$ cat src/hw/rtl/cfl_ram.sv
// Generic single-port-write, single-port-read synchronous RAM, registered read.
// No dependencies.
module cfl_ram #(
    parameter int WIDTH = 8,
    parameter int DEPTH = 16
) (
    input  logic                     aclk,
    input  logic                     we,
    input  logic [$clog2(DEPTH)-1:0] waddr,
    input  logic [WIDTH-1:0]         wdata,
    input  logic [$clog2(DEPTH)-1:0] raddr,
    output logic [WIDTH-1:0]         rdata
);
    logic [WIDTH-1:0] mem [DEPTH];

    always_ff @(posedge aclk) begin
        if (we) begin
            mem[waddr] <= wdata;
        end
        rdata <= mem[raddr];
    end
endmodule

$ cat config.mk
export PLATFORM = sky130hd
export DESIGN_NAME = cfl_ram
export DESIGN_NICKNAME = d
export VERILOG_FILES = /design/src/hw/rtl/cfl_ram.sv
export SDC_FILE = /design/constraint.sdc
export NUM_CORES = 1
export LEC_CHECK = 0
export BUFFER_PORTS_ARGS = -buffer_cell sky130_fd_sc_hd__buf_2
export CAP_MARGIN = 20
export CORE_UTILIZATION = 49
export DETAILED_ROUTE_END_ITERATION = 10
export GPL_ROUTABILITY_DRIVEN = 0
export GPL_TIMING_DRIVEN = 0
export HOLD_SLACK_MARGIN = 0.08
export PLACE_DENSITY = 0.63
export SLEW_MARGIN = 10
export SYNTH_ARGS = -nofsm -noshare
export SYNTH_HDL_FRONTEND = slang
export SYNTH_SLANG_ARGS = --single-unit
$ cat constraint.sdc
create_clock -name aclk -period 2.6 [get_ports aclk]
set_input_delay 0 -clock aclk [delete_from_list [all_inputs] [get_ports aclk]]
set_output_delay 0 -clock aclk [all_outputs]
set_load 0.01 [all_outputs]
Yosys cells after proc, flatten, opt, wreduce, memory -nomap -nowiden

Memories as Yosys holds them, arrays and structs flattened. A register that Yosys moved wholly into a read port is not among the register bits.
Cells that the tools add are included.

$add $sub $neg: 0
Multipliers: 0
Divide/modulo/power cells: 0
Magnitude comparators: 0
Equal/unequal tests: 0
Shifts and indexed selects: 0
Muxes and demuxes: 2
Bitwise gates (word level): 0
Reduce and logical (&&, ||, !) cells: 0

Operators by type and width:

| cell              | count |
|---|---|
| two-way mux 1 bit | 2 |

Register bits after elaboration: 0
Bits in latches: 0
RAM bits: 128
Bits in read-only memories: 0
Input port bits: 18
Output and inout port bits: 8
Logic and storage cells: 3
Memories: 1

Memories:

| name | words | bits a word | read ports | clocked after Yosys merged registers in | wr ports | RTL line | RTL |
|---|---|---|---|---|---|---|---|
| mem  | 16    | 8           | 1          | 1                                       | 1        | 14       | `logic [WIDTH-1:0] mem [DEPTH];` |

Logic depth before layout (Yosys ltp)

Gate-level depths: netlist of run 1.

Depth after elaboration: 2
Mapped depth: 5
Mapped depth without buffers: 3

Least setup slack after synthesis of run 1

OpenSTA, ideal clock, no wires.

Path type: input to register
Start point: input waddr[2]
End point: memory mem[0][0], enable pin
Library setup time: 383 ps
Arrival: 1,110 ps
Data required time: 2,217 ps
Slack: 1,107 ps
Cell stages on the path: 2
Path through: or3b_2 nor3_1

RTL lines:

| element         | RTL line | RTL |
|---|---|---|
| start, declared | 9        | `input logic [$clog2(DEPTH)-1:0] waddr,` |
| end, declared   | 14       |  |

Straight into the memory's write port.

Final worst setup path of run 1

Start point: input waddr[2]
End point: memory mem[0][7], enable pin

Straight into the memory's write port.

==> results_dict.tcl, run 1 <==
set metrics [dict create \
    max_freq_mhz 444.5 \
    fin_nets 315 \
    port_buffers 24 \
    synth_nets 247 \
    post-route-min-period_ns 2.250 \
    grt_use_total_pct 19.85 \
    placed_cell_area_um2 5465 \
    clockBufferDepth 2 \
    synthCells 229 \
    status "finished, final reports clean" \
    dieArea_um2 10920 \
    grt_pass1_wl_um 14850 \
    worst_pin_slew_ns 0.8379 \
    internal-power_uw 4248 \
    cts_tree "built" \
    start_kind "input port" \
    initial_core_util_pct 50.31 \
    design_area_um2 6311 \
    grt_setup_unrepaired "false" \
    setup_tns_ns 0 \
    muxShareOfSynthArea_pct 15.02 \
    ios 26 \
    yosys.cell_types.count 19 \
    synthAdderAreaFrac_pct 0 \
    final_hold_viol_count 0 \
    fin_total_pwr_uw 5270 \
    gr-total-overflow 0 \
    cts_root_buf "clkbuf_8" \
    wl_per_cell_um 22.09 \
    pwr-share-comb_pct 5.0 \
    clock_latency_ns 0.51 \
    p_sw_uw 1022 \
    peakVddDrop_uv 389.6 \
    cp_slowest_cell "dlygate4sd3_1" \
    rows 37 \
    drt-pass1-iter-count 4 \
    grt_pass1_vias 2524 \
    path_clk_slew_ns 0.06 \
    path_max_fanout 6 \
    hp-class "input port to register" \
    drt-total-wl_um 9852 \
    h-tree-depth 4 \
    critPathMaxStageDelay_ns 0.60 \
    die_h_um 104.5 \
    cts-buffers-inserted 17 \
    fin_util_pct 61.69 \
    grt_max_degree 17 \
    critPathBufInv 4 \
    cpLargestDelayFamily "buffers and inverters" \
    slew_viol_final 0 \
    hpwl_um 5986 \
    antennaDiodeCount 0 \
    via_count 2472 \
    synth-seq-area-share_pct 77.78 \
    synthToLayoutAreaGrowth_pct 22.61 \
    layout-drive-gt1-share_pct 28.06 \
    clock-sinks 136 \
    post-cts-setup-buffer-count 0 \
    path_cells "dlygate4sd3_1 -> buf_2 -> or3b_2 -> dlygate4sd3_1 -> nor3_1 -> buf_2" \
    crit_type "input port to register" \
    avgViaCountPerCell 5.543 \
    die_width_um 104.5 \
    final-setup-viol-count 0 \
    powerDensity_nw_per_um2 835.1 \
    netSwitchingFraction_pct 19.39 \
    place_ws_ns 0.9139 \
    drc 0 \
    ys_warn_count 0 \
    slew_headroom_pct 43.93 \
    route.antenna.remaining_nets 0 \
    worst_setup_path_end_kind "register" \
    finalClockSkew_ns 0.01110 \
    fin_crit_sh_pct 86.54 \
    synth_compound_area_share_pct 2.333 \
    required_ns 2.81 \
    drt_iter0_markers 176 \
    antenna_found_initial 0 \
    syn_area_um2 5147 \
    arrival_ns 2.46 \
    avgSynthCellArea_um2 22.48 \
    cts_resized 0 \
    final_cell_mix "edfxtp_1 (128), buf_2 (28), dlygate4sd3_1 (21)" \
    p_clk_share_pct 48.3 \
    p_seq_share_pct 46.7 \
    maxCapViolCount 0 \
    coreArea_um2 10230 \
    layout_setup_ws_ns 0.3500 \
    p_leak_uw 0.002151 \
    yosys.area_share.simple_pct 3.184 \
    synth_xor_area_share_pct 0 \
    ys_seq_elements 136 \
    final_common_cell "edfxtp_1" \
    synth_top_family_by_area "multiplexers" \
]
Yosys cell counts, drive strengths merged:
cell,number,area (um^2)
a22oi,16,120.1
and2,1,6.260
and2b,1,7.510
buf,7,56.30
clkdlybuf4s25,3,30.03
dfxtp,8,160.2
edfxtp,128,3844
mux4,32,773.2
nand2,9,33.78
nand2b,2,12.51
nand3,1,5.000
nand3b,2,15.01
nor2,13,48.80
nor2b,1,6.260
nor3,4,20.02
or3b,1,8.760
metrics by stage:
stage                     cells  hold WS, ns
after floorplan             229      0.09887
after global placement      389       0.3929
after detailed placement    393       0.3937
after CTS                   446       0.4277
after global routing        446       0.4357
final                       446       0.4407
layer usage:
| metal | part of all wire, % | track usage [%] | up-vias |
|---|---|---|---|
| met3 | 5.8 | 5.451 | 4 |
| met5 | 0 | 0 | - |
| li1 | - | - | 1111 |
| met1 | 45 | 28.79 | 1268 |
| met4 | 0.54 | 5.612 | 0 |
| met2 | 48 | 29.80 | 89 |
power by group through the flow:
stage,clock network [uW],logic (uW),registers [uW]
3_5_place_dp,0,240,2510
6_report,2540,264,2460
2_1_floorplan,0,124,2510
4_1_cts,2570,265,2460
5_1_grt,2680,283,2470
3_3_place_gp,0,235,2500
sequential cells by signal (all words and copies together) (netlist names):
register	flops
mem	128
rdata	8
logic make-up (layout without fill, tap and decap cells):
kind of cell,Yosys count,count (layout)
AO/OA/AOI/OAI,16,16
multiplexers,32,32
AND/OR/NAND/NOR,35,35
flip-flops,136,136
buffers and inverters,10,91
repair_timing:
action / 4_1_cts / 5_1_grt
endpoints found under the hold margin: 145 / 0
setup endpoints to repair: 0 / 0
hold buffers: 21 / 0
cell type report:
cell class	count	area, um^2
Timing Repair Buffer	49	357.8
Clock inverter	12	200.2
Fill cell	740	3920
Buffer	10	86.33
Clock buffer	20	435.4
Sequential cell	136	4004
Multi-Input combinational cell	83	1057
Tap cell	136	170.2
final timing paths:
path	slack, ns	startpoint	endpoint	depth (start not counted)
worst max register to register	0.72	mem[1][0]	rdata[0]	4
worst min-delay path	0.44	wdata[7]	mem[10][7]	2
worst min register to register	0.68	mem[9][1]	rdata[1]	3
worst max-delay path	0.35	waddr[2]	mem[0][7]	6
worst reg2reg max path: stages (launching register included):
cell,delay (ns)
edfxtp_1,0.36
mux4_1,0.49
dlygate4sd3_1,0.58
a22oi_1,0.26
nand2_1,0.08
Power figures use the tool's default switching activity.
==> run 2: changes to the inputs <==
==> constraint.sdc (replaced) <==
create_clock -name aclk -period 2.6 [get_ports aclk]
set_input_delay 0.52 -clock aclk [delete_from_list [all_inputs] [get_ports aclk]]
set_output_delay 0.52 -clock aclk [all_outputs]
set_load 0.01 [all_outputs]
==> results_dict.tcl, run 2 (synthesized netlist as in run 1, its figures left out) <==
set metrics [dict create \
    status "finished, final reports clean" \
    worst_pin_slew_ns 0.8836 \
    dieArea_um2 10920 \
    p_clk_share_pct 48.5 \
    wl_per_cell_um 22.58 \
    final_common_cell "edfxtp_1" \
    grt_use_total_pct 19.36 \
    cts_root_buf "clkbuf_8" \
    pwr-share-comb_pct 4.5 \
    path_clk_slew_ns 0.06 \
    die_h_um 104.5 \
    placed_cell_area_um2 5465 \
    fin_total_pwr_uw 5243 \
    rows 37 \
    grt_pass1_wl_um 14510 \
    route.antenna.remaining_nets 0 \
    h-tree-depth 4 \
    hp-class "input port to register" \
    top_regs "mem (128), rdata (8)" \
    hpwl_um 5986 \
    grt_setup_unrepaired "false" \
    die_width_um 104.5 \
    cts-buffers-inserted 17 \
    coreArea_um2 10230 \
    clock_latency_ns 0.51 \
    peakVddDrop_uv 361.6 \
    fin_nets 294 \
    setup_tns_ns 0 \
    internal-power_uw 4229 \
    critPathMaxStageDelay_ns 0.69 \
    netSwitchingFraction_pct 19.35 \
    port_buffers 24 \
    start_kind "input port" \
    fin_crit_sh_pct 66.43 \
    design_area_um2 6101 \
    layout-drive-gt1-share_pct 30.10 \
    path_max_fanout 8 \
    post-route-min-period_ns 1.727 \
    clock-sinks 136 \
    powerDensity_nw_per_um2 859.4 \
    post-cts-setup-buffer-count 0 \
    final-setup-viol-count 0 \
    numPlacedInstances 393 \
    ios 26 \
    clockBufferDepth 2 \
    cts-hold-fix-buffers 0 \
    maxCapViolCount 0 \
    final_cell_mix "edfxtp_1 (128), buf_2 (28), mux4_2 (18)" \
    layoutNonFillerInstCount 425 \
    antenna_found_initial 0 \
    slew_viol_final 0 \
    initial_core_util_pct 50.31 \
    slew_headroom_pct 40.88 \
    via_count 2422 \
    p_seq_share_pct 47.0 \
    synthToLayoutAreaGrowth_pct 18.52 \
    drt-pass1-iter-count 5 \
    cts_tree "built" \
    largest_register_ffs 128 \
    p_sw_uw 1014 \
    gr-total-overflow 0 \
    drt_iter0_markers 207 \
    max_freq_mhz 579.0 \
    worst_setup_path_end_kind "register" \
    largest_register "mem" \
    path_cells "buf_2 -> or3b_2 -> nor2_1" \
    cts_resized 0 \
    crit_type "input port to register" \
    required_ns 2.73 \
    arrival_ns 1.85 \
    cp_slowest_cell "nor2_1" \
    final_hold_viol_count 0 \
    grt_pass1_vias 2439 \
    p_leak_uw 0.002061 \
    drc 0 \
    timing.hold.ws_ns 0.4166 \
    finalClockSkew_ns 0.01070 \
    avgViaCountPerCell 5.699 \
    grt_max_degree 17 \
    drt-total-wl_um 9595 \
    antennaDiodeCount 0 \
]
-- run 2: through the flow --
step,worst slack (ns),util [%]
4_1_cts,0.9289,59.63
6_report,0.8729,59.63
2_1_floorplan,0.5871,-
5_1_grt,0.8715,59.63
3_5_place_dp,0.3939,53.42
3_3_place_gp,0.06310,53.15
-- run 2: worst max-delay path: cells and delay by family --
family | cells | cell delay (ns)
AND/OR/NAND/NOR | 2 | 1.20
buffers and inverters | 1 | 0.12
-- run 2: path summary, 6_finish.rpt --
check / cells after the start / start / to / slack [ns]
worst max-delay path: 3 / waddr[2] / mem[2][2] / 0.87
worst min-delay path: 1 / wdata[7] / mem[10][7] / 0.42
worst max register to register: 3 / mem[10][7] / rdata[7] / 1.20
worst min register to register: 3 / mem[9][1] / rdata[1] / 0.69
-- run 2: power groups by stage --
| stage | Combinational (uW) | Clock (uW) | Sequential, uW |
|---|---|---|---|
| 4_1_cts | 241 | 2570 | 2460 |
| 2_1_floorplan | 124 | 0 | 2510 |
| 3_5_place_dp | 240 | 0 | 2510 |
| 3_3_place_gp | 235 | 0 | 2500 |
| 5_1_grt | 257 | 2670 | 2470 |
| 6_report | 238 | 2540 | 2460 |
-- run 2: routing by layer --
layer / track usage, % / up-vias / routed length (um)
met5: 0 / - / 0
met4: 5.918 / 0 / 61
met3: 5.639 / 6 / 635
met2: 28.33 / 107 / 4561
met1: 28.35 / 1242 / 4335
li1: - / 1067 / -
-- run 2: cell type report --
class / count / area, um^2
Buffer: 10 / 86.33
Clock buffer: 20 / 435.4
Clock inverter: 12 / 200.2
Fill cell: 755 / 4130
Multi-Input combinational cell: 83 / 1057
Sequential cell: 136 / 4004
Tap cell: 136 / 170.2
Timing Repair Buffer: 28 / 147.6
==> run 3: changes to the inputs <==
==> constraint.sdc (replaced) <==
create_clock -name aclk -period 1.7 [get_ports aclk]
set_input_delay 0.34 -clock aclk [delete_from_list [all_inputs] [get_ports aclk]]
set_output_delay 0.34 -clock aclk [all_outputs]
set_load 0.01 [all_outputs]
==> results_dict.tcl, run 3 (synthesized netlist as in run 1, its figures left out) <==
set metrics [dict create \
    grt-busiest-layer "met2" \
    top_regs "mem (128), rdata (8)" \
    fin_crit_sh_pct 92.78 \
    setup.worst_path.start "waddr[2]" \
    pwr-share-comb_pct 4.5 \
    cts_root_buf "clkbuf_8" \
    antennaDiodeCount 0 \
    final_common_cell "edfxtp_1" \
    largest_register_ffs 128 \
    crit_type "input port to register" \
    internal-power_uw 6500 \
    cp.depth 3 \
    min_path_cells 1 \
    rows 37 \
    grt_pass1_vias 2412 \
    required_ns 1.84 \
    peakVddDrop_uv 595.8 \
    synthToLayoutAreaGrowth_pct 18.57 \
    clock-sinks 136 \
    avgViaCountPerCell 5.548 \
    h-tree-depth 4 \
    fin_nets 292 \
    max_freq_mhz 634.0 \
    drt_iter0_markers 196 \
    clockBufferDepth 2 \
    layout-drive-gt1-share_pct 30.66 \
    cts_tree "built" \
    grt_setup_unrepaired "false" \
    grtUsageMet2_pct 28.81 \
    post-route-min-period_ns 1.577 \
    grt_use_total_pct 19.77 \
    powerDensity_nw_per_um2 1320 \
    p_seq_share_pct 46.7 \
    cts-hold-fix-buffers 0 \
    multi_input_area_um2 1067 \
    final-setup-viol-count 0 \
    drt-total-wl_um 9613 \
    port_buffers 24 \
    final_cell_mix "edfxtp_1 (128), buf_2 (28), mux4_2 (18)" \
    cpLargestDelayFamily "simple AND/OR/NAND/NOR gates" \
    via_count 2347 \
    maxCapViolCount 0 \
    wl_per_cell_um 22.73 \
    drt-pass1-iter-count 5 \
    finalClockSkew_ns 0.01062 \
    p_clk_share_pct 48.8 \
    r2r_slack_ns 0.29 \
    slew_headroom_pct 39.64 \
    critPathBufInv 1 \
    cp_slowest_cell "nor2_1" \
    gr-usage-met3_pct 5.075 \
    path_clk_slew_ns 0.06 \
    post-cts-setup-buffer-count 0 \
    num-fill-cells 739 \
    crit_path_end "mem[3][2]" \
    reg2reg_from "mem[5][2]" \
    use_met1_pct 28.55 \
    r2r-end "rdata[2]" \
    reg2reg_depth 3 \
    cts_resized 0 \
    fin_util_pct 59.66 \
    start_kind "input port" \
    ios 26 \
    die_h_um 104.5 \
    clock_latency_ns 0.52 \
    slew_viol_final 0 \
    worst_pin_slew_ns 0.9021 \
    arrival_ns 1.72 \
    worst_setup_path_end_kind "register" \
    grt_pass1_wl_um 14690 \
    cts-buffers-inserted 17 \
    hpwl_um 5923 \
    initial_core_util_pct 50.31 \
    path_max_fanout 8 \
    grt_max_degree 17 \
    critPathMaxStageDelay_ns 0.72 \
    status "finished, final reports clean" \
    antenna_found_initial 0 \
    netSwitchingFraction_pct 19.31 \
    p_leak_uw 0.002051 \
    dieArea_um2 10920 \
    register_area_um2 4004 \
    final_hold_viol_count 0 \
    layoutNonFillerInstCount 423 \
    drc 0 \
    design_area_um2 6103 \
    gr-total-overflow 0 \
    placed_cell_area_um2 5460 \
    path_cells "buf_2 -> or3b_2 -> nor2_1" \
    coreArea_um2 10230 \
    largest_register "mem" \
    route.antenna.remaining_nets 0 \
    hp-class "input port to register" \
    p_sw_uw 1556 \
    numPlacedInstances 391 \
    die_width_um 104.5 \
]
-- run 3: power by group through the flow --
stage / combinational (uW) / sequential, uW / clock (uW)
final: 361 / 3770 / 3930
after global placement: 359 / 3830 / 0
after floorplan: 191 / 3840 / 0
after global routing: 393 / 3770 / 4110
after detailed placement: 366 / 3840 / 0
after CTS: 368 / 3770 / 3970
-- run 3: final cells by class --
type / count / share of cell area, %
Clock inverter: 12 / 3.239
Clock buffer: 20 / 7.298
Timing Repair Buffer: 26 / 2.173
Sequential cell: 136 / 65.60
Multi-Input combinational cell: 83 / 17.49
Tap cell: 136 / 2.788
Buffer: 10 / 1.415
-- run 3: per-layer routing --
metal | wire [um] | vias to the layer above | share of wire (%)
met1 | 4254 | 1195 | 44
met4 | 110 | 0 | 1.1
li1 | - | 1065 | -
met3 | 670 | 6 | 7.0
met5 | 0 | - | 0
met2 | 4577 | 81 | 48
-- run 3: worst min path at each step --
stage                     startpoint    endpoint
final                       wdata[6]   mem[7][6]
after global placement    mem[11][2]    rdata[2]
after CTS                   wdata[6]   mem[3][6]
after detailed placement   mem[8][2]    rdata[2]
after global routing        wdata[4]  mem[14][4]
after floorplan             wdata[0]   mem[0][0]
-- run 3: through the flow --
stage / setup TNS (ns) / setup slack, ns / hold slack [ns] / power (uW)
floorplan: 0 / 0.09385 / 0.4389 / 4035
CTS: 0 / 0.1369 / 0.2069 / 8103
detailed placement: -15.50 / -0.3585 / 0.6705 / 4202
global route: 0 / 0.04924 / 0.2139 / 8274
global placement: -21.41 / -0.4660 / 0.6617 / 4190
finish: 0 / 0.1228 / 0.2239 / 8056
