--- src/hw/rtl/cfl_pkg.sv ---
// Connection flood limiter: shared types, constants and state codes.
// No dependencies.
package cfl_pkg;

    localparam int ENTRIES = 512;
    localparam int IDX_W   = $clog2(ENTRIES);
    localparam int CNT_W   = IDX_W + 1;

    localparam int CFG_IDX_W = 3;
    localparam logic [CFG_IDX_W-1:0] CFG_EXPIRY      = 3'd0;
    localparam logic [CFG_IDX_W-1:0] CFG_SCORE_LIMIT = 3'd1;
    localparam logic [CFG_IDX_W-1:0] CFG_COUNT_LIMIT = 3'd2;
    localparam logic [CFG_IDX_W-1:0] CFG_SCORE_BONUS = 3'd3;
    localparam logic [CFG_IDX_W-1:0] CFG_DECAY_OFS   = 3'd4;
    localparam logic [CFG_IDX_W-1:0] CFG_DECAY_SCALE = 3'd5;

    localparam logic [15:0] RST_EXPIRY      = 16'd660;
    localparam logic [15:0] RST_SCORE_LIMIT = 16'd100;
    localparam logic [15:0] RST_COUNT_LIMIT = 16'd15;
    localparam logic [15:0] RST_SCORE_BONUS = 16'd30;
    localparam logic [15:0] RST_DECAY_OFS   = 16'd15;
    localparam logic [15:0] RST_DECAY_SCALE = 16'd20;

    localparam logic [23:0] SCORE_MAX = 24'hFFFFFF;
    localparam logic [15:0] COUNT_MAX = 16'hFFFF;
    localparam logic [9:0]  REL_MAX   = 10'd1023;

    localparam int DVD_W = 40;
    localparam int DVS_W = 17;

    typedef struct packed {
        logic [31:0] time_s;
        logic [23:0] score;
        logic [15:0] count;
    } entry_t;

    typedef enum logic [2:0] {
        ST_CLEAR,
        ST_IDLE,
        ST_WALK,
        ST_MUL,
        ST_DIV,
        ST_UPD,
        ST_MISS
    } state_t;

endpackage

--- src/hw/rtl/cfl_div.sv ---
// Restoring divider, one quotient bit per cycle.
// Depends on cfl_pkg.
module cfl_div
    import cfl_pkg::*;
(
    input  logic             aclk,
    input  logic             aresetn,
    input  logic             start,
    input  logic [DVD_W-1:0] dividend,
    input  logic [DVS_W-1:0] divisor,
    output logic             done,
    output logic [DVD_W-1:0] quotient
);
    localparam int STEP_W = $clog2(DVD_W + 1);

    logic [DVD_W-1:0]  dvd_reg, dvd_next;
    logic [DVS_W-1:0]  dvs_reg, dvs_next;
    logic [DVS_W-1:0]  rem_reg, rem_next;
    logic [STEP_W-1:0] step_reg, step_next;
    logic              busy_reg, busy_next;
    logic              done_reg, done_next;
    logic [DVS_W:0]    rem_sh;
    logic [DVS_W:0]    rem_sub;

    always_comb begin
        rem_sh  = {rem_reg, dvd_reg[DVD_W-1]};
        rem_sub = rem_sh - {1'b0, dvs_reg};
        dvd_next  = dvd_reg;
        dvs_next  = dvs_reg;
        rem_next  = rem_reg;
        step_next = step_reg;
        busy_next = busy_reg;
        done_next = 1'b0;
        if (start) begin
            dvd_next  = dividend;
            dvs_next  = divisor;
            rem_next  = '0;
            step_next = STEP_W'(DVD_W);
            busy_next = 1'b1;
        end else if (busy_reg) begin
            if (rem_sh >= {1'b0, dvs_reg}) begin
                rem_next = rem_sub[DVS_W-1:0];
                dvd_next = {dvd_reg[DVD_W-2:0], 1'b1};
            end else begin
                rem_next = rem_sh[DVS_W-1:0];
                dvd_next = {dvd_reg[DVD_W-2:0], 1'b0};
            end
            step_next = step_reg - 1'b1;
            if (step_reg == STEP_W'(1)) begin
                busy_next = 1'b0;
                done_next = 1'b1;
            end
        end
    end

    always_ff @(posedge aclk) begin
        if (!aresetn) begin
            busy_reg <= 1'b0;
            done_reg <= 1'b0;
            step_reg <= '0;
        end else begin
            busy_reg <= busy_next;
            done_reg <= done_next;
            step_reg <= step_next;
        end
        dvd_reg <= dvd_next;
        dvs_reg <= dvs_next;
        rem_reg <= rem_next;
    end

    assign done     = done_reg;
    assign quotient = dvd_reg;
endmodule

--- config.mk ---
export PLATFORM = sky130hd
export DESIGN_NAME = cfl_div
export DESIGN_NICKNAME = d
export VERILOG_FILES = /design/src/hw/rtl/cfl_pkg.sv /design/src/hw/rtl/cfl_div.sv
export SDC_FILE = /design/constraint.sdc
export NUM_CORES = 1
export LEC_CHECK = 0
export ABC_AREA = 1
export BUFFER_PORTS_ARGS = -buffer_cell sky130_fd_sc_hd__buf_2
export CORE_MARGIN = 2
export CORE_UTILIZATION = 30
export DETAILED_ROUTE_END_ITERATION = 7
export GPL_TIMING_DRIVEN = 0
export SETUP_SLACK_MARGIN = 0.3
export SYNTH_ARGS = -nofsm -noshare
export SYNTH_HDL_FRONTEND = slang
export SYNTH_SLANG_ARGS = --single-unit
--- constraint.sdc ---
create_clock -name aclk -period 4.55 [get_ports aclk]
set_input_delay 0.2275 -clock aclk [delete_from_list [all_inputs] [get_ports aclk]]
set_output_delay 0.2275 -clock aclk [all_outputs]
set_load 0.01 [all_outputs]
* Yosys cells after proc, flatten, opt, wreduce, memory -nomap -nowiden
Index checks and enable logic that the tools add are counted.
Word-level totals: output and inout port bits 41, flip-flop bits (word level) 82, input port bits 60, logic and storage cells 26
Operators by class: bitwise gates (word level) 2, muxes and demuxes 10, add/subtract/negate cells 2, equal/unequal tests 1, magnitude comparators 1, reductions and logical operators 3
Operators with widths (count):
- 40-bit two-way mux | 2
- 18-bit by 17-bit >= comparator with 1-bit output | 1
- 17-bit two-way mux | 1
- 17-bit subtractor | 1
- 6-bit two-way mux | 2
- 6-bit by 1-bit == test with 1-bit output (second input constant) | 1
- 6-bit by 1-bit subtractor with 6-bit output (second input constant) | 1
- 1-bit two-way mux | 5
- 3-bit OR reduction | 1
- 1-bit NOT | 2
- 2-bit nonzero test | 1
- 2-bit OR reduction | 1

* Depth between registers and ports, before layout
Gate-level depths: netlist of run 1.
depth in word-level cells 4, mapped depth 15, depth with buffers taken out 14

* Worst setup path after synthesis of run 1
No wires, ideal clock.
kind reg2reg, start point register dvd_reg[39], in the netlist quotient[39], end point register rem_reg[4], path slack 2.561 ns, period minus slack after synthesis 1.989 ns, stages on the path, launching flop included 13, library setup time 0.163 ns, arrival time 1.827 ns, path through edfxtp_1 -> inv_1 -> ha_1 -> inv_1 -> fa_1 -> nand3_1 -> nand3_2 -> nand2_2 -> buf_6 -> buf_6 -> nand3_2 -> nand3_1 -> o21ai_1
Between the ends: longest elaborated chain between the ends 2
RTL lines:
- start, declared | RTL line cfl_div.sv:16 | logic [DVD_W-1:0] dvd_reg, dvd_next;
- start signal, assigned | RTL line cfl_div.sv:66 | dvd_reg <= dvd_next;
- 17-bit subtractor / 18-bit by 17-bit >= comparator with 1-bit output (equally long branches) | RTL line cfl_div.sv:27, cfl_div.sv:41
- 17-bit two-way mux (*) | RTL line cfl_div.sv:41 | if (rem_sh >= {1'b0, dvs_reg}) begin
- end signal, assigned | RTL line cfl_div.sv:68 | rem_reg <= rem_next;
- end, declared | RTL line cfl_div.sv:18 | logic [DVS_W-1:0] rem_reg, rem_next;
Mark *: on every way between the ends. The rest lies on a longest branch, timed or not. A chain may end at the register's enable or synchronous reset.

* Worst setup path in the final report of run 1
start point register dvd_reg[39], in the netlist quotient[39], end point register rem_reg[8]
The elaborated chain is that of the path after synthesis.

==> summary.txt, run 1 <==
Status
  • Status: finished clean

Setup path
  • CP required: 4.79 ns
  • Setup crit start kind: flop
  • Max stage delay cell, worst path: fa_1
  • Crit. End Element: flop
  • Crit path DAT: 2.44 ns
  • CP max stage delay: 0.45 ns
  • Critical path, cell by cell: inv_1 > ha_1 > inv_1 > fa_1 > nand3_1 > nand3_2 > nand2_2 > buf_6 > buf_6 > nand3b_1 > nand3_1 > nand2_1
  • Critical path class: reg -> reg
  • Worst Path Max Fanout: 10
  • Flop-to-flop setup slack: 2.36 ns
  • Reg-to-reg critical path startpoint: quotient[39]
  • Crit. Startpoint: quotient[39]

Synth
  • Synth Area in Simple Gates: 32.2%
  • Syn avg cell area: 7.75 sq um
  • Seq cells post-synth: 82
  • Register area share after synthesis: 48.0%
  • Compound-cell area share of the yosys netlist: 3.18%
  • Yosys cell types: 32
  • Main combinational cell family by area after synthesis: simple AND/OR/NAND/NOR gates
  • Post-synthesis mux area share: 0%
  • Fraction of synthesized cell area in xor and xnor cells: 1.52%
  • Ys Warns: 0
  • Mapped cell area: 4610 sq um
  • Adder-cell area share of the yosys netlist: 5.59%
  • Post-Synthesis Cells: 595
  • Mapped Nets: 675

STA
  • Fin Setup TNS: 0 ns
  • Slew Limit Fails: 0
  • Final period util: 48.2%
  • Worst Clk Skew: 0.00973 ns
  • Minimum clock period: 2.19 ns
  • Max Freq: 0.456 GHz
  • Setup-failing EPs final: 0
  • RSZ-0062 raised after global routing: no
  • Slew headroom: 49.2%
  • Slew @ Worst Pin: 0.759 ns
  • Final Hold Viols: 0

Pwr
  • Power density cells: 333 nW/um^2
  • Gate power share: 13.5%
  • Worst ir drop on vdd: 0.242 mV
  • Switching Share: 26.2%
  • Static Leakage: 2.95 nW
  • Internal: 0.00139 W
  • Clock share of power: 39.0%
  • Sequential share of power: 47.5%
  • Psw: 0.000493 W

Clock tree
  • Clk Latency, worst-skew pair: 0.35 ns
  • Post-CTS Resized: 0
  • Root Buffer: clkbuf_16
  • H-tree depth: 3
  • Setup bufs post-CTS: 0
  • Clock Sinks: 82
  • Reg clk slew, reported paths: 0.07 ns
  • Num CTS Buffers: 9
  • CTS max path bufs: 2
  • TritonCTS clock tree: built
  • # hold bufs at CTS: 0

Detailed routing
  • Vias/cell: 4.44
  • DR iter-0 viols: 185
  • Vias post-DR: 4,001
  • DRT antenna net count: 0
  • Drt pass-1 iters: 4
  • Residual DRC: 0
  • Total wire length: 11,900 um
  • WL/cell: 13.2 um

Finish
  • Area Overhead vs Synth: 22.7%
  • Register area: 2210 sq um
  • Area occupied by multi-input gates: 1960 sq um
  • Layout cells sized above 1: 19.2%
  • Fill cells: 1,623
  • Design area: 5660 sq um
  • Nets: 787
  • Largest register FFs: 40
  • Layout Utilization: 37.5%

Global route
  • Antenna violations before repair: 1
  • Vias in the first global route: 3,981
  • First-pass GRT wire length: 19,700 um
  • Gr ovfl total: 0
  • Global-route usage over all layers: 15.6%
  • Largest net degree at the start of global routing: 43

Floorplanning
  • Core Area: 15,100 sq um
  • Die Ht: 128 um
  • Site Rows: 45
  • Die width: 128 um
  • I/O pins: 101
  • Die area: 16,400 sq um
  • Initial Util: 30.6%

Flow run
  • Max Cap Viol: 0

Min path
  • HP Start: divisor[13]
  • HP Class: in -> reg

Placed design
  • Number of port buffers: 100
  • Final Wtd Congestion: 0.856
  • DP Wirelength: 8870 um
  • Placed cell areas: 5370 sq um
final cells by class:
| cell class | instances | share of cell area [%] |
|---|---|---|
| plain buffers | 17 | 2.06 |
| inverters | 86 | 5.71 |
| multi-input cells | 410 | 34.6 |
| diodes | 1 | 0.0442 |
| clock buffers | 12 | 4.18 |
| clock inverters | 4 | 0.929 |
| flip-flops and latches | 82 | 39.1 |
| repair buffers | 101 | 9.20 |
| well taps | 188 | 4.16 |
layer usage:
metal | vias up | global-route usage [%] | wire, um
met5 | - | 0 | 0
met4 | 0 | 3.75 | 118
met3 | 9 | 6.93 | 1090
met2 | 132 | 25.8 | 5430
met1 | 1759 | 18.7 | 5270
li1 | 2101 | - | -
per-stage QoR:
step	total power (W)	worst slack, ns	std cells	hold slack (ns)
3_3_place_gp	0.00117	1.47	883	0.405
6_report	0.00188	2.36	901	0.0500
4_1_cts	0.00191	2.35	900	0.0331
2_1_floorplan	0.00105	2.56	595	0.326
5_1_grt	0.00198	2.19	900	0.0318
3_5_place_dp	0.00117	2.25	884	0.406
power groups by stage:
| stage | logic [W] | clock network (W) | registers [W] |
|---|---|---|---|
| after global placement | 0.000254 | 0 | 0.000911 |
| after detailed placement | 0.000259 | 0 | 0.000909 |
| after floorplan | 0.000130 | 0 | 0.000923 |
| final | 0.000255 | 0.000734 | 0.000895 |
| after CTS | 0.000259 | 0.000760 | 0.000896 |
| after global routing | 0.000293 | 0.000788 | 0.000902 |
placed cells by master, fill, tap and decap left out, types with 13 or more instances in the layout:
| cell type | Yosys | final |
|---|---|---|
| a21oi_1 | 13 | 13 |
| clkbuf_1 | 10 | 13 |
| edfxtp_1 | 57 | 57 |
| nor2_1 | 27 | 27 |
| nand2_1 | 253 | 253 |
| inv_1 | 85 | 84 |
| ha_1 | 19 | 19 |
| buf_2 | 1 | 101 |
| nand3_1 | 43 | 43 |
| dfxtp_1 | 25 | 25 |
cell usage after synthesis, drive strengths merged:
cell | count | area [sq um]
ha | 19 | 238
nand3b | 6 | 45.0
inv | 85 | 319
a31oi | 4 | 25.0
nor4 | 1 | 6.26
xor2 | 2 | 17.5
o21bai | 1 | 7.51
dfxtp | 25 | 500
nor2 | 30 | 120
edfxtp | 57 | 1710
or2 | 2 | 12.5
nand3 | 47 | 255
and2 | 1 | 6.26
fa | 1 | 20.0
nor3 | 3 | 15.0
xnor2 | 6 | 52.6
a21oi | 13 | 65.1
nand2 | 259 | 987
clkbuf | 11 | 51.3
clkinv | 1 | 3.75
nand4 | 6 | 37.5
o21ai | 9 | 48.8
buf | 6 | 65.1
final timing paths:
path / cells past startpoint / end
max reg2reg: 12 / rem_reg[8]
min reg2reg: 2 / rem_reg[16]
max: 12 / rem_reg[8]
min: 1 / dvs_reg[13]
cell families after synthesis:
family | after synthesis
buf+inv | 103
simple gates | 355
compound gates | 27
xor+xnor | 8
flops | 82
fa+ha+maj | 20
worst max-delay path: cells and delay by family (launching register included):
kind,cells,cell delay [ns]
simple gates,6,0.63
flops,1,0.38
buf+inv,4,0.49
fa+ha+maj,2,0.59
(Power assumes the default switching activity.)
==> inputs of run 2 (changes only) <==
==> constraint.sdc (replaced) <==
create_clock -name aclk -period 2.1 [get_ports aclk]
set_input_delay 0.105 -clock aclk [delete_from_list [all_inputs] [get_ports aclk]]
set_output_delay 0.105 -clock aclk [all_outputs]
set_load 0.01 [all_outputs]
==> summary.txt, run 2 (synthesized netlist as in run 1, its figures left out) <==
Clock tree
  • CTS max path bufs: 2 (unchanged)
  • Clock Sinks: 82 (unchanged)
  • Clk Latency, worst-skew pair: 0.36 ns (was 0.35 ns)
  • Num CTS Buffers: 9 (unchanged)
  • Root Buffer: clkbuf_16 (unchanged)
  • TritonCTS clock tree: built (unchanged)
  • H-tree depth: 3 (unchanged)
  • Reg clk slew, reported paths: 0.07 ns (about the same)

Setup path
  • Reg-to-reg critical path startpoint: quotient[39] (unchanged)
  • Crit. End Element: flop (unchanged)
  • CP required: 2.35 ns (was 4.79 ns)
  • Setup crit start kind: flop (unchanged)
  • Critical path class: reg -> reg (unchanged)
  • Worst r2r path cells: 12 (unchanged)
  • Crit path DAT: 2.24 ns (was 2.44 ns)
  • Flop-to-flop setup slack: 0.11 ns (was 2.36 ns)
  • Reg2Reg Capture Point: rem_reg[8] (unchanged)
  • Worst Path Max Fanout: 5 (was 10)

Finish
  • Commonest non-fill, non-tap cell in the layout: nand2_1 (unchanged)
  • Area occupied by multi-input gates: 2430 sq um (was 1960 sq um)
  • Nets: 834 (was 787)
  • Register area: 2210 sq um (unchanged)
  • Diode count: 0 (was 1)
  • Area Overhead vs Synth: 45.1% (was 22.7%)
  • Most frequent cells in the layout: nand2_1, buf_2, inv_1 (unchanged)
  • Largest register FFs: 40 (unchanged)
  • Layout Utilization: 44.3% (was 37.5%)
  • Fill cells: 1,514 (was 1,623)
  • Layout cells sized above 1: 32.5% (was 19.2%)

Min path
  • HP Class: in -> reg (unchanged)
  • WHS Path Cells: 3 (was 1)
  • Min-Delay Endpoint: quotient[29] (was dvs_reg[13])
  • HP Start: dividend[29] (was divisor[13])

Global route
  • Vias in the first global route: 4,286 (was 3,981)
  • Antenna violations before repair: 1 (unchanged)
  • Largest net degree at the start of global routing: 41 (was 43)
  • Gr ovfl total: 0 (unchanged)
  • Global-route usage over all layers: 16.3% (was 15.6%)
  • First-pass GRT wire length: 20,800 um (was 19,700 um)

Pwr
  • Clock share of power: 40.5% (was 39.0%)
  • Psw: 0.00116 W (was 0.000493 W)
  • Static Leakage: 3.32 nW (was 2.95 nW)
  • Sequential share of power: 43.6% (was 47.5%)
  • Switching Share: 26.0% (was 26.2%)
  • Final Power: 0.00446 W (was 0.00188 W)
  • Worst ir drop on vdd: 0.363 mV (was 0.242 mV)
  • Gate power share: 16.0% (was 13.5%)
  • Power density cells: 667 nW/um^2 (was 333 nW/um^2)
  • Internal: 0.00330 W (was 0.00139 W)

STA
  • Slew @ Worst Pin: 0.735 ns (was 0.759 ns)
  • Final Hold Viols: 0 (unchanged)
  • Worst Clk Skew: 0.0124 ns (was 0.00973 ns)
  • Final worst slack: 0.113 ns (was 2.36 ns)
  • Max Freq: 0.503 GHz (was 0.456 GHz)
  • Minimum clock period: 1.99 ns (was 2.19 ns)
  • Setup-failing EPs final: 0 (unchanged)
  • Slew headroom: 50.8% (was 49.2%)
  • Slew Limit Fails: 0 (unchanged)
  • RSZ-0062 raised after global routing: yes (was no)
  • Final period util: 94.6% (was 48.2%)

Detailed routing
  • Top sig layer: met5 (was met4)
  • Total wire length: 13,100 um (was 11,900 um)
  • DR iter-0 viols: 175 (was 185)
  • Vias/cell: 4.57 (was 4.44)
  • Met3 WL: 1090 um (about the same)
  • DRT antenna net count: 0 (unchanged)
  • Residual DRC: 0 (unchanged)
  • Drt pass-1 iters: 4 (unchanged)
  • Met2 routed WL: 6110 um (was 5430 um)
  • WL/cell: 13.9 um (was 13.2 um)
  • Vias post-DR: 4,329 (was 4,001)
  • Met1 WL: 5640 um (was 5270 um)

Placed design
  • DP Wirelength: 8930 um (was 8870 um)
  • Place WS: -0.0206 ns (was 2.25 ns)
  • Number of port buffers: 100 (unchanged)
  • Final Wtd Congestion: 0.894 (was 0.856)

Floorplanning
  • Die width: 128 um (unchanged)
  • I/O pins: 101 (unchanged)
  • Site Rows: 45 (unchanged)
  • Initial Util: 30.6% (unchanged)
  • Core Area: 15,100 sq um (unchanged)
  • Die area: 16,400 sq um (unchanged)
  • Die Ht: 128 um (unchanged)

Status
  • Status: finished clean (unchanged)

Flow run
  • Max Cap Viol: 0 (unchanged)
-- run 2: cell types whose count changed in the layout (fill, tap and decap cells not counted), sizes merged --
cell / change
buf: +30
dlygate4sd3: +17
clkinv: -3
clkinvlp: +2
bufinv: +1
clkbuf: -1
diode: -1
inv: +1
-- run 2: power by group through the flow --
stage	sequential (W)	clock, W	combinational, W
5_1_grt	0.00196	0.00190	0.000795
4_1_cts	0.00194	0.00185	0.000654
2_1_floorplan	0.00200	0	0.000286
3_5_place_dp	0.00197	0	0.000565
6_report	0.00194	0.00181	0.000714
3_3_place_gp	0.00197	0	0.000552
-- run 2: what timing repair did --
action / 4_1_cts / 5_1_grt
resized for setup: 59 / 49
pin swaps: 18 / 24
buffers inserted: 18 / 9
endpoints found under the hold margin: 17 / 0
cloned: 3 / 0
hold buffers: 17 / 0
endpoints found under the setup margin: 18 / 55
-- run 2: final cells by class --
class | instances | area share (%)
tap | 188 | 3.52
multi-input combinational | 410 | 36.4
buffer | 17 | 1.98
sequential | 82 | 33.1
clock buffer | 11 | 3.78
clock inverter | 5 | 1.27
inverter | 86 | 4.88
timing repair buffer | 148 | 15.1
-- run 2: per-stage QoR --
stage | instance area, sq um | std cells | hold slack, ns | TNS (ns)
after floorplan | 4620 | 595 | 0.204 | 0
after global placement | 5360 | 883 | 0.283 | -34.37
after detailed placement | 5380 | 884 | 0.284 | -0.0206
after CTS | 6410 | 938 | 0.00677 | 0
after global routing | 6690 | 947 | 0.0318 | -0.00219
final | 6690 | 947 | 0.0209 | 0
-- run 2: worst max-delay path, stage by stage, from the launching register on --
cell and delay [ns]:
edfxtp_1 0.42, inv_2 0.10, ha_4 0.12, inv_2 0.04, fa_2 0.39, nand3_4 0.10
nand3_4 0.10, nand2_4 0.09, buf_8 0.13, buf_8 0.13, nand3b_1 0.10, nand3_2 0.11
nand2_1 0.07
-- run 2: routing by layer --
metal,up-vias,track usage [%]
li1,2205,-
met1,1961,19.5
met2,137,26.9
met3,24,5.18
met4,2,7.37
met5,-,0
-- run 2: worst max path at each step --
stage	start	endpoint	slack [ns]
after global placement	start	quotient[11]	-0.78
after floorplan	quotient[39]	rem_reg[4]	0.20
final	quotient[39]	rem_reg[8]	0.11
after global routing	dvs_reg[5]	rem_reg[3]	-0.002
after detailed placement	quotient[39]	rem_reg[8]	-0.02
after CTS	quotient[39]	rem_reg[13]	0.10
